**config.mk**
```make
export PLATFORM = sky130hd
export DESIGN_NAME = atomic_memory_op_unit_flat
export DESIGN_NICKNAME = d
export VERILOG_FILES = /design/src/rtl/amou_pkg.sv /design/src/rtl/amou_if.sv /design/src/rtl/amou_front.sv /design/src/rtl/amou_queue.sv /design/src/rtl/amou_back.sv /design/src/rtl/atomic_memory_op_unit.sv /design/src/flat_wrapper.sv
export VERILOG_INCLUDE_DIRS = /design/src /design/src/rtl
export SDC_FILE = /design/constraint.sdc
export NUM_CORES = 1
export LEC_CHECK = 0
export BUFFER_PORTS_ARGS = -buffer_cell sky130_fd_sc_hd__buf_2
export CAP_MARGIN = 10
export CORE_AREA = 3 3 346 177
export DETAILED_ROUTE_END_ITERATION = 10
export DIE_AREA = 0 0 349 180
export PLACE_DENSITY_LB_ADDON = 0.1
export SETUP_SLACK_MARGIN = 0.5
export SYNTH_ARGS = -nofsm -noshare
export SYNTH_HDL_FRONTEND = slang
export SYNTH_SLANG_ARGS = --single-unit
```
**constraint.sdc**
```tcl
create_clock -name clock -period 16.25 [get_ports clock]
set_input_delay 3.25 -clock clock [delete_from_list [all_inputs] [get_ports clock]]
set_output_delay 3.25 -clock clock [all_outputs]
set_load 0.005 [all_outputs]
```
**src/rtl/atomic_memory_op_unit_assert.svh**
```systemverilog
// ----------------------------------------------------------------------------
// Atomic memory op unit assertion macros
// Concurrent assertion wrappers; empty when SYNTH is defined.
// ----------------------------------------------------------------------------
`ifndef ATOMIC_MEMORY_OP_UNIT_ASSERT_SVH
`define ATOMIC_MEMORY_OP_UNIT_ASSERT_SVH

`ifndef SYNTH

`define AMOU_ASSERT_SAME(label, clk, rst, ante, cons) \
   label: assert property (@(posedge clk) disable iff (rst) (ante) |-> (cons)) \
      else $error("atomic_memory_op_unit: same-cycle check failed");

`define AMOU_ASSERT_NEXT(label, clk, rst, ante, cons) \
   label: assert property (@(posedge clk) disable iff (rst) (ante) |=> (cons)) \
      else $error("atomic_memory_op_unit: next-cycle check failed");

`else

`define AMOU_ASSERT_SAME(label, clk, rst, ante, cons)

`define AMOU_ASSERT_NEXT(label, clk, rst, ante, cons)

`endif

`endif

```
**src/rtl/amou_pkg.sv**
```systemverilog
// ----------------------------------------------------------------------------
// Atomic memory op unit package
// Decode constants, operation codes and the queue entry format.
// ----------------------------------------------------------------------------
`default_nettype none

package amou_pkg;

   localparam logic [31:0] AMO_MASK = 32'hf800707f;
   localparam logic [31:0] LR_MASK  = 32'hf9f0707f;

   localparam logic [6:0] OPC_AMO  = 7'h2f;
   localparam logic [2:0] F3_WORD  = 3'd2;
   localparam logic [2:0] F3_DWORD = 3'd3;

   localparam logic [4:0] F5_ADD  = 5'h00;
   localparam logic [4:0] F5_SWAP = 5'h01;
   localparam logic [4:0] F5_LR   = 5'h02;
   localparam logic [4:0] F5_SC   = 5'h03;
   localparam logic [4:0] F5_XOR  = 5'h04;
   localparam logic [4:0] F5_OR   = 5'h08;
   localparam logic [4:0] F5_AND  = 5'h0c;
   localparam logic [4:0] F5_MIN  = 5'h10;
   localparam logic [4:0] F5_MAX  = 5'h14;
   localparam logic [4:0] F5_MINU = 5'h18;
   localparam logic [4:0] F5_MAXU = 5'h1c;

   localparam int QUEUE_DEPTH = 2;
   localparam int QPTR_W      = $clog2(QUEUE_DEPTH);
   localparam int QCNT_W      = $clog2(QUEUE_DEPTH + 1);

   typedef enum logic [3:0] {
      OP_NONE,
      OP_ADD,
      OP_SWAP,
      OP_XOR,
      OP_OR,
      OP_AND,
      OP_MIN,
      OP_MAX,
      OP_MINU,
      OP_MAXU,
      OP_LR,
      OP_SC
   } amo_op_type;

   typedef struct packed {
      amo_op_type  op;
      logic        word;
      logic        rd_write;
      logic [63:0] addr;
      logic [63:0] mem;
      logic [63:0] opnd;
   } amo_entry_type;

endpackage

`default_nettype wire

```
**src/rtl/amou_if.sv**
```systemverilog
// ----------------------------------------------------------------------------
// Atomic memory op unit channels
// Valid/ready request and response channel interfaces.
// ----------------------------------------------------------------------------
`default_nettype none

interface amou_req_if;
   logic        valid;
   logic        ready;
   logic [31:0] insn;
   logic [63:0] rs1_value;
   logic [63:0] rs2_value;
   logic [63:0] mem_rdata;

   modport source (output valid, insn, rs1_value, rs2_value, mem_rdata, input ready);
   modport sink   (input valid, insn, rs1_value, rs2_value, mem_rdata, output ready);
endinterface

interface amou_rsp_if;
   logic        valid;
   logic        ready;
   logic        handled;
   logic        mem_write;
   logic [63:0] mem_wdata;
   logic        word_size;
   logic        rd_write;
   logic [63:0] rd_value;

   modport source (output valid, handled, mem_write, mem_wdata, word_size, rd_write,
                   rd_value, input ready);
   modport sink   (input valid, handled, mem_write, mem_wdata, word_size, rd_write,
                   rd_value, output ready);
endinterface

`default_nettype wire

```
**src/rtl/amou_front.sv**
```systemverilog
// ----------------------------------------------------------------------------
// Atomic memory op unit front end
// Accepts requests, decodes the instruction and extends the operands.
// ----------------------------------------------------------------------------
`default_nettype none

module amou_front (
   amou_req_if.sink                 req_ch,
   output logic                     push_valid,
   input  logic                     push_ready,
   output amou_pkg::amo_entry_type  push_data
);

   logic [31:0]          insn_amo;
   logic [31:0]          insn_lr;
   logic [4:0]           f5;
   logic [4:0]           rs2f;
   logic [4:0]           rdf;
   logic [2:0]           f3;
   logic                 is_amo;
   logic                 lr_ok;
   logic                 word;
   logic [63:0]          opnd_raw;
   amou_pkg::amo_op_type op;

   assign req_ch.ready = push_ready;
   assign push_valid   = req_ch.valid;

   assign insn_amo = req_ch.insn & amou_pkg::AMO_MASK;
   assign insn_lr  = req_ch.insn & amou_pkg::LR_MASK;
   assign f5       = insn_amo[31:27];
   assign f3       = insn_amo[14:12];
   assign rs2f     = req_ch.insn[24:20];
   assign rdf      = req_ch.insn[11:7];
   assign lr_ok    = (insn_lr == insn_amo);
   assign word     = (f3 == amou_pkg::F3_WORD);
   assign opnd_raw = (rs2f != 5'd0) ? req_ch.rs2_value : 64'd0;

   always_comb begin
      is_amo = (insn_amo[6:0] == amou_pkg::OPC_AMO) &&
               (f3 inside {amou_pkg::F3_WORD, amou_pkg::F3_DWORD});
      op = amou_pkg::OP_NONE;
      if (is_amo) begin
         case (f5)
            amou_pkg::F5_ADD:  op = amou_pkg::OP_ADD;
            amou_pkg::F5_SWAP: op = amou_pkg::OP_SWAP;
            amou_pkg::F5_XOR:  op = amou_pkg::OP_XOR;
            amou_pkg::F5_OR:   op = amou_pkg::OP_OR;
            amou_pkg::F5_AND:  op = amou_pkg::OP_AND;
            amou_pkg::F5_MIN:  op = amou_pkg::OP_MIN;
            amou_pkg::F5_MAX:  op = amou_pkg::OP_MAX;
            amou_pkg::F5_MINU: op = amou_pkg::OP_MINU;
            amou_pkg::F5_MAXU: op = amou_pkg::OP_MAXU;
            amou_pkg::F5_SC:   op = amou_pkg::OP_SC;
            amou_pkg::F5_LR:   op = lr_ok ? amou_pkg::OP_LR : amou_pkg::OP_NONE;
            default:           op = amou_pkg::OP_NONE;
         endcase
      end
   end

   always_comb begin
      push_data.op       = op;
      push_data.word     = (op != amou_pkg::OP_NONE) && word;
      push_data.rd_write = (op != amou_pkg::OP_NONE) && (rdf != 5'd0);
      push_data.addr     = req_ch.rs1_value;
      push_data.mem      = word ? {{32{req_ch.mem_rdata[31]}}, req_ch.mem_rdata[31:0]}
                                : req_ch.mem_rdata;
      push_data.opnd     = word ? {{32{opnd_raw[31]}}, opnd_raw[31:0]} : opnd_raw;
   end

endmodule

`default_nettype wire

```
**src/rtl/amou_queue.sv**
```systemverilog
// ----------------------------------------------------------------------------
// Atomic memory op unit decoupling queue
// Small FIFO of decoded requests between the front end and the back end.
// ----------------------------------------------------------------------------
`default_nettype none

module amou_queue (
   input  logic                     clock,
   input  logic                     reset,
   input  logic                     in_valid,
   output logic                     in_ready,
   input  amou_pkg::amo_entry_type  in_data,
   output logic                     out_valid,
   input  logic                     out_ready,
   output amou_pkg::amo_entry_type  out_data
);

   amou_pkg::amo_entry_type           entries_ff [amou_pkg::QUEUE_DEPTH];
   logic [amou_pkg::QPTR_W-1:0]       wr_ptr_ff;
   logic [amou_pkg::QPTR_W-1:0]       wr_ptr_in;
   logic [amou_pkg::QPTR_W-1:0]       rd_ptr_ff;
   logic [amou_pkg::QPTR_W-1:0]       rd_ptr_in;
   logic [amou_pkg::QCNT_W-1:0]       count_ff;
   logic [amou_pkg::QCNT_W-1:0]       count_in;
   logic                              push;
   logic                              pop;

   localparam logic [amou_pkg::QPTR_W-1:0] PTR_LAST = amou_pkg::QPTR_W'(amou_pkg::QUEUE_DEPTH - 1);
   localparam logic [amou_pkg::QCNT_W-1:0] CNT_FULL = amou_pkg::QCNT_W'(amou_pkg::QUEUE_DEPTH);

   assign in_ready  = (count_ff != CNT_FULL);
   assign out_valid = (count_ff != '0);
   assign out_data  = entries_ff[rd_ptr_ff];
   assign push      = in_valid && in_ready;
   assign pop       = out_valid && out_ready;

   always_comb begin
      wr_ptr_in = wr_ptr_ff;
      rd_ptr_in = rd_ptr_ff;
      if (push) begin
         wr_ptr_in = (wr_ptr_ff == PTR_LAST) ? '0 : wr_ptr_ff + 1'b1;
      end
      if (pop) begin
         rd_ptr_in = (rd_ptr_ff == PTR_LAST) ? '0 : rd_ptr_ff + 1'b1;
      end
      count_in = count_ff + amou_pkg::QCNT_W'(push) - amou_pkg::QCNT_W'(pop);
   end

   always_ff @(posedge clock) begin
      if (reset) begin
         wr_ptr_ff <= '0;
         rd_ptr_ff <= '0;
         count_ff  <= '0;
      end else begin
         wr_ptr_ff <= wr_ptr_in;
         rd_ptr_ff <= rd_ptr_in;
         count_ff  <= count_in;
      end
   end

   always_ff @(posedge clock) begin
      if (push) begin
         entries_ff[wr_ptr_ff] <= in_data;
      end
   end

endmodule

`default_nettype wire

```
**src/rtl/amou_back.sv**
```systemverilog
// ----------------------------------------------------------------------------
// Atomic memory op unit back end
// Executes decoded requests, keeps the reservation and holds the response.
// ----------------------------------------------------------------------------
`default_nettype none

module amou_back (
   input  logic                     clock,
   input  logic                     reset,
   input  logic                     q_valid,
   output logic                     q_ready,
   input  amou_pkg::amo_entry_type  q_data,
   amou_rsp_if.source               rsp_ch
);

   logic        rsp_valid_ff;
   logic        rsp_valid_in;
   logic [63:0] reserved_ff;
   logic [63:0] reserved_in;
   logic        handled_ff;
   logic        mem_write_ff;
   logic [63:0] mem_wdata_ff;
   logic        word_size_ff;
   logic        rd_write_ff;
   logic [63:0] rd_value_ff;

   logic        issue;
   logic        sc_ok;
   logic        lt_s;
   logic        lt_u;
   logic [63:0] sum;
   logic        wr;
   logic [63:0] wd;
   logic [63:0] rdv;
   logic        handled_in;
   logic [63:0] mem_wdata_in;
   logic [63:0] rd_value_in;

   assign q_ready = !rsp_valid_ff || rsp_ch.ready;
   assign issue   = q_valid && q_ready;

   assign sc_ok = (reserved_ff == q_data.addr);
   assign lt_s  = $signed(q_data.mem) < $signed(q_data.opnd);
   assign lt_u  = q_data.mem < q_data.opnd;
   assign sum   = q_data.mem + q_data.opnd;

   always_comb begin
      wr  = 1'b0;
      wd  = q_data.opnd;
      rdv = q_data.mem;
      case (q_data.op)
         amou_pkg::OP_ADD: begin
            wr = 1'b1;
            wd = sum;
         end
         amou_pkg::OP_SWAP: begin
            wr = 1'b1;
         end
         amou_pkg::OP_XOR: begin
            wr = 1'b1;
            wd = q_data.mem ^ q_data.opnd;
         end
         amou_pkg::OP_OR: begin
            wr = 1'b1;
            wd = q_data.mem | q_data.opnd;
         end
         amou_pkg::OP_AND: begin
            wr = 1'b1;
            wd = q_data.mem & q_data.opnd;
         end
         amou_pkg::OP_MIN: begin
            wr = 1'b1;
            wd = lt_s ? q_data.mem : q_data.opnd;
         end
         amou_pkg::OP_MAX: begin
            wr = 1'b1;
            wd = lt_s ? q_data.opnd : q_data.mem;
         end
         amou_pkg::OP_MINU: begin
            wr = 1'b1;
            wd = lt_u ? q_data.mem : q_data.opnd;
         end
         amou_pkg::OP_MAXU: begin
            wr = 1'b1;
            wd = lt_u ? q_data.opnd : q_data.mem;
         end
         amou_pkg::OP_SC: begin
            wr  = sc_ok;
            rdv = {63'd0, !sc_ok};
         end
         default: begin
            wr = 1'b0;
         end
      endcase

      handled_in   = (q_data.op != amou_pkg::OP_NONE);
      mem_wdata_in = !wr ? 64'd0 : (q_data.word ? {32'd0, wd[31:0]} : wd);
      rd_value_in  = q_data.rd_write ? rdv : 64'd0;

      rsp_valid_in = issue ? 1'b1 : (rsp_ch.ready ? 1'b0 : rsp_valid_ff);
      reserved_in  = (issue && q_data.op == amou_pkg::OP_LR) ? q_data.addr : reserved_ff;
   end

   always_ff @(posedge clock) begin
      if (reset) begin
         rsp_valid_ff <= 1'b0;
         reserved_ff  <= 64'd0;
      end else begin
         rsp_valid_ff <= rsp_valid_in;
         reserved_ff  <= reserved_in;
      end
   end

   always_ff @(posedge clock) begin
      if (issue) begin
         handled_ff   <= handled_in;
         mem_write_ff <= wr;
         mem_wdata_ff <= mem_wdata_in;
         word_size_ff <= q_data.word;
         rd_write_ff  <= q_data.rd_write;
         rd_value_ff  <= rd_value_in;
      end
   end

   assign rsp_ch.valid     = rsp_valid_ff;
   assign rsp_ch.handled   = handled_ff;
   assign rsp_ch.mem_write = mem_write_ff;
   assign rsp_ch.mem_wdata = mem_wdata_ff;
   assign rsp_ch.word_size = word_size_ff;
   assign rsp_ch.rd_write  = rd_write_ff;
   assign rsp_ch.rd_value  = rd_value_ff;

endmodule

`default_nettype wire

```
**src/rtl/atomic_memory_op_unit.sv**
```systemverilog
// ----------------------------------------------------------------------------
// Atomic memory op unit (RISC-V A extension AMO, LR and SC)
// Path: accepted requests go through the queue into the back end's response register.
// Throughput: one request per cycle unless the back end's response register is held.
// Reset: synchronous; clears the queue, the response valid and the reservation to zero.
// ----------------------------------------------------------------------------
`default_nettype none

`include "atomic_memory_op_unit_assert.svh"

module atomic_memory_op_unit (
   input  logic         clock,
   input  logic         reset,
   amou_req_if.sink     req_ch,
   amou_rsp_if.source   rsp_ch
);

   logic                    push_valid;
   logic                    push_ready;
   amou_pkg::amo_entry_type push_data;
   logic                    q_valid;
   logic                    q_ready;
   amou_pkg::amo_entry_type q_data;

   amou_front u_front (
      .req_ch     (req_ch),
      .push_valid (push_valid),
      .push_ready (push_ready),
      .push_data  (push_data)
   );

   amou_queue u_queue (
      .clock     (clock),
      .reset     (reset),
      .in_valid  (push_valid),
      .in_ready  (push_ready),
      .in_data   (push_data),
      .out_valid (q_valid),
      .out_ready (q_ready),
      .out_data  (q_data)
   );

   amou_back u_back (
      .clock   (clock),
      .reset   (reset),
      .q_valid (q_valid),
      .q_ready (q_ready),
      .q_data  (q_data),
      .rsp_ch  (rsp_ch)
   );

   `AMOU_ASSERT_NEXT(a_issue_sets_rsp, clock, reset, q_valid && q_ready, rsp_ch.valid)
   `AMOU_ASSERT_NEXT(a_none_not_handled, clock, reset, q_valid && q_ready && q_data.op == amou_pkg::OP_NONE, rsp_ch.valid && !rsp_ch.handled)
   `AMOU_ASSERT_SAME(a_trap_zero, clock, reset, rsp_ch.valid && !rsp_ch.handled, !rsp_ch.mem_write && !rsp_ch.rd_write && !rsp_ch.word_size && rsp_ch.mem_wdata == 64'd0 && rsp_ch.rd_value == 64'd0)
   `AMOU_ASSERT_SAME(a_word_upper_zero, clock, reset, rsp_ch.valid && rsp_ch.word_size, rsp_ch.mem_wdata[63:32] == 32'd0)

endmodule

`default_nettype wire

```
**src/flat_wrapper.sv**
```systemverilog
// flat-port wrapper written by rule: the top's interface ports become plain ports
module atomic_memory_op_unit_flat 
  (clock, reset, req_ch_valid, req_ch_insn, req_ch_rs1_value, req_ch_rs2_value, req_ch_mem_rdata, req_ch_ready, rsp_ch_valid, rsp_ch_handled, rsp_ch_mem_write, rsp_ch_mem_wdata, rsp_ch_word_size, rsp_ch_rd_write, rsp_ch_rd_value, rsp_ch_ready);
  amou_req_if req_ch_i ();
  amou_rsp_if rsp_ch_i ();
  input  logic clock;
  input  logic reset;
  input wire logic [$bits(req_ch_i.valid)-1:0] req_ch_valid;
  input wire logic [$bits(req_ch_i.insn)-1:0] req_ch_insn;
  input wire logic [$bits(req_ch_i.rs1_value)-1:0] req_ch_rs1_value;
  input wire logic [$bits(req_ch_i.rs2_value)-1:0] req_ch_rs2_value;
  input wire logic [$bits(req_ch_i.mem_rdata)-1:0] req_ch_mem_rdata;
  output wire logic [$bits(req_ch_i.ready)-1:0] req_ch_ready;
  output wire logic [$bits(rsp_ch_i.valid)-1:0] rsp_ch_valid;
  output wire logic [$bits(rsp_ch_i.handled)-1:0] rsp_ch_handled;
  output wire logic [$bits(rsp_ch_i.mem_write)-1:0] rsp_ch_mem_write;
  output wire logic [$bits(rsp_ch_i.mem_wdata)-1:0] rsp_ch_mem_wdata;
  output wire logic [$bits(rsp_ch_i.word_size)-1:0] rsp_ch_word_size;
  output wire logic [$bits(rsp_ch_i.rd_write)-1:0] rsp_ch_rd_write;
  output wire logic [$bits(rsp_ch_i.rd_value)-1:0] rsp_ch_rd_value;
  input wire logic [$bits(rsp_ch_i.ready)-1:0] rsp_ch_ready;
  assign req_ch_i.valid = req_ch_valid;
  assign req_ch_i.insn = req_ch_insn;
  assign req_ch_i.rs1_value = req_ch_rs1_value;
  assign req_ch_i.rs2_value = req_ch_rs2_value;
  assign req_ch_i.mem_rdata = req_ch_mem_rdata;
  assign req_ch_ready = req_ch_i.ready;
  assign rsp_ch_valid = rsp_ch_i.valid;
  assign rsp_ch_handled = rsp_ch_i.handled;
  assign rsp_ch_mem_write = rsp_ch_i.mem_write;
  assign rsp_ch_mem_wdata = rsp_ch_i.mem_wdata;
  assign rsp_ch_word_size = rsp_ch_i.word_size;
  assign rsp_ch_rd_write = rsp_ch_i.rd_write;
  assign rsp_ch_rd_value = rsp_ch_i.rd_value;
  assign rsp_ch_i.ready = rsp_ch_ready;
  atomic_memory_op_unit u_core (.clock(clock), .reset(reset), .req_ch(req_ch_i), .rsp_ch(rsp_ch_i));
endmodule
```
==> metrics.csv <==
stage;metric;value;unit
setup_path;critPathLaunchType;flip-flop;
run;drv_cap;0;
place;placed_cell_area;34400;sq um
yosys;synth_edf_count;528;
grt;grt_max_degree;91;
status;status;finished, final reports clean;
setup_path;crit_type;reg2reg;
routing;vias;24500;
routing;routed_wl;97.8;mm
grt;grt_pass1_vias;23400;
min_path;holdPathEnd;u_core.u_queue.rd_ptr_ff;
clock_network;ctsHoldBuffers;0;
layout;finish.utilization;61.7;%
power;finalPower;7.16;mW
sta;post-route-period-util;48.4;%
routing;ant_nets;0;
routing;drtIter0Drc;2942;
yosys;synth_top_area_share;49.5;%
place;io_buffers;354;
sta;rsz0062_at_grt;false;
routing;drt_drc_violations_left;0;
yosys;syn-num-nets;3268;
clock_network;cts_setup_buffers;0;
layout;nNetsFinal;3534;
setup_path;r2r_slack;8.39;ns
floorplanning;die_area;62800;sq um
layout;final_area;36200;sq um
yosys;netlist_instances;2845;
sta;finalSetupViolations;0;
sta;slew_violations;0;
clock_network;clk_path_buf_depth;3;
yosys;syn_area_per_cell;11.2;sq um
setup_path;required;16.58;ns
sta;relSlewSlack;16.7;%
sta;fmax;0.127;GHz
clock_network;root_buffer;clkbuf_16;
power;p_per_area;198;nW/um^2
floorplanning;std_cell_rows;63;
yosys;yosysSeqAreaShare;53.9;%
yosys;ys_async_sr_fraction;0;%
power;p_leak;14.3;nW
grt;grt_use_total;30.4;%
sta;tightest_slew;1.24;ns
min_path;hold_start;u_core.u_queue.rd_ptr_ff;
routing;drtPass1Iterations;6;
layout;area_growth;13.2;%
yosys;ys_seq_elements;598;
layout;final_cell_mix;edfxtp_1, buf_2, a21oi_1;
routing;wl_per_cell;24.8;microns
grt;grt_overflow_total;0;
min_path;holdPathStages;2;
place;post-place-cells;3837;
floorplanning;die_width;349;microns
yosys;synthesis.area;32000;sq um
clock_network;cts_tree;done;
floorplanning;core_area;58700;sq um
setup_path;arrival;8.19;ns
sta;tns;0;ns
clock_network;cts_sinks;598;
min_path;hold_class;reg2reg;
grt;grt_pass1_wl;145;mm
clock_network;clk_latency;0.62;ns
place;gp_congestion;0.959;
sta;finClkSkew;0.0238;ns
clock_network;htreeDepth;2;
clock_network;cts.repair.resized;0;
power;ir_drop;146;uV
layout;drive_gt1_share;17.2;%
clock_network;numCtsBuffers;52;
floorplanning;die_h;180;microns
yosys;yosys_warnings;0;
floorplanning;start_util;54.5;%
floorplanning;ios;362;
setup_path;reg2reg_depth;17;
yosys;synth_top_area_cell;edfxtp_1;
clock_network;clkTransAtPathRegs;0.07;ns
yosys;synth_area_leaders;edfxtp_1, ha_1, mux2i_1, dfxtp_1, a21oi_1;
sta;hold_viol;0;
sta;min_period;7.86;ns
grt;antenna_found_initial;6;
place;dpl.hpwl;68.9;mm
routing;vias_per_cell;6.23;
setup_path;endpoint_kind;flip-flop;
layout;final_common_cell;edfxtp_1;
layout;stdcell_count;3938;
yosys;ys.flop_type;edfxtp_1;
setup_path;path_max_fanout;47;
setup_path;rr_endpoint;u_core.u_back.rsp_ch.mem_wdata[5];
yosys;synth_cell_type_count;79;
[cells in the mapped netlist (7+ instances only)]
| master | number |
|---|---|
| o211ai_1 | 21 |
| and2_1 | 11 |
| nand2_1 | 136 |
| clkbuf_1 | 135 |
| nor3_1 | 29 |
| inv_1 | 171 |
| buf_1 | 12 |
| mux2i_1 | 176 |
| nand3_1 | 23 |
| inv_2 | 7 |
| a22oi_1 | 11 |
| xor2_1 | 18 |
| edfxtp_1 | 528 |
| nor2_1 | 222 |
| dfxtp_1 | 70 |
| o21bai_1 | 22 |
| o21ai_0 | 125 |
| a21o_1 | 91 |
| nor2b_1 | 46 |
| mux2_2 | 27 |
| a221oi_1 | 11 |
| o22ai_1 | 9 |
| a211oi_1 | 108 |
| nand4_1 | 26 |
| o221ai_1 | 39 |
| o21a_1 | 7 |
| nor4_1 | 28 |
| xnor2_1 | 81 |
| a21oi_1 | 234 |
| ha_1 | 194 |
| o21ai_1 | 47 |
| a211o_1 | 9 |
| a31oi_1 | 14 |
| nand2b_1 | 14 |
| buf_2 | 32 |
| o31ai_1 | 17 |
| and3_1 | 8 |
| o32ai_1 | 8 |
[power by group]
group / leakage [nW] / internal [mW] / switching, mW / total [mW]
combinational: 7.81 / 1.19 / 2.43 / 3.62
sequential: 5.56 / 2.12 / 0.107 / 2.23
clock: 0.885 / 0.736 / 0.582 / 1.32
[flip-flops by register name, summed over array words and instances, names as in the netlist, named ones only]
name                            count
u_core.u_queue.entries_ff         396
u_core.u_back.reserved_ff          64
u_core.u_back.rsp_ch.mem_wdata     64
u_core.u_back.rsp_ch.rd_value      64
u_core.u_queue.count_ff             2
u_core.u_back.rsp_ch.handled        1
u_core.u_back.rsp_ch.mem_write      1
u_core.u_back.rsp_ch.rd_write       1
u_core.u_back.rsp_ch.valid          1
u_core.u_back.rsp_ch.word_size      1
u_core.u_queue.rd_ptr_ff            1
u_core.u_queue.wr_ptr_ff            1
[metal layers]
| metal | track usage (%) | wire length [microns] |
|---|---|---|
| met3 | 6.70 | 10400 |
| met4 | 5.74 | 1640 |
| met5 | 0 | 0 |
| met1 | 49.4 | 46700 |
| met2 | 41.2 | 39000 |
[how the worst max path moves through the flow]
stage / start / slack [ns] / cells past startpoint / to
5_1_grt: flip-flop / 8.20 / 17 / u_core.u_back.rsp_ch.mem_wdata[32]
4_1_cts: flip-flop / 8.68 / 17 / u_core.u_back.rsp_ch.mem_wdata[5]
3_5_place_dp: flip-flop / 8.73 / 17 / u_core.u_back.rsp_ch.mem_wdata[5]
2_1_floorplan: req_ch_valid / 3.94 / 2 / u_core.u_queue.entries_ff[0][0]
6_report: flip-flop / 8.39 / 17 / u_core.u_back.rsp_ch.mem_wdata[5]
3_3_place_gp: flip-flop / 8.83 / 17 / u_core.u_back.rsp_ch.mem_wdata[5]
[layout make-up]
type / instances / area (sq um)
antenna: 3 / 7.51
clock buffer: 71 / 1510
clock inverter: 27 / 309
fill: 4645 / 22500
inverter: 178 / 673
multi-input combinational: 1889 / 13400
sequential: 598 / 17300
tap: 780 / 976
timing repair buffer: 392 / 2060
[metrics by stage]
| stage | setup slack (ns) | hold slack [ns] |
|---|---|---|
| after floorplan | 3.94 | 0.472 |
| after global placement | 8.83 | 0.476 |
| after detailed placement | 8.73 | 0.487 |
| after CTS | 8.68 | 0.512 |
| after global routing | 8.20 | 0.529 |
| final | 8.39 | 0.512 |
[cells by family (layout without fill, tap and decap cells)]
| family | after synthesis | after routing | synth area share, % |
|---|---|---|---|
| other cells | 0 | 3 | 0 |
| compound gates | 818 | 818 | 16.5 |
| xor+xnor | 100 | 100 | 2.76 |
| mux | 204 | 204 | 6.50 |
| buf+inv | 358 | 668 | 4.35 |
| flops | 598 | 598 | 53.9 |
| fa+ha+maj | 195 | 195 | 7.65 |
| simple gates | 572 | 572 | 8.35 |
[critical path, stage by stage, from the launching register on]
cell and delay [ns]:
dfxtp_4 0.59, buf_4 0.63, buf_4 0.72, mux2i_1 0.52, ha_1 0.45, inv_2 0.13, a21oi_1 0.19, o21bai_1 0.12
a221oi_1 0.66, o21ai_1 0.29, a211oi_4 0.64, xnor2_2 0.27, a21oi_4 0.85, buf_4 0.67, o221a_1 0.34, a21oi_1 0.07
nor2_1 0.20, nor2_1 0.09
Power figures use the tool's default switching activity.
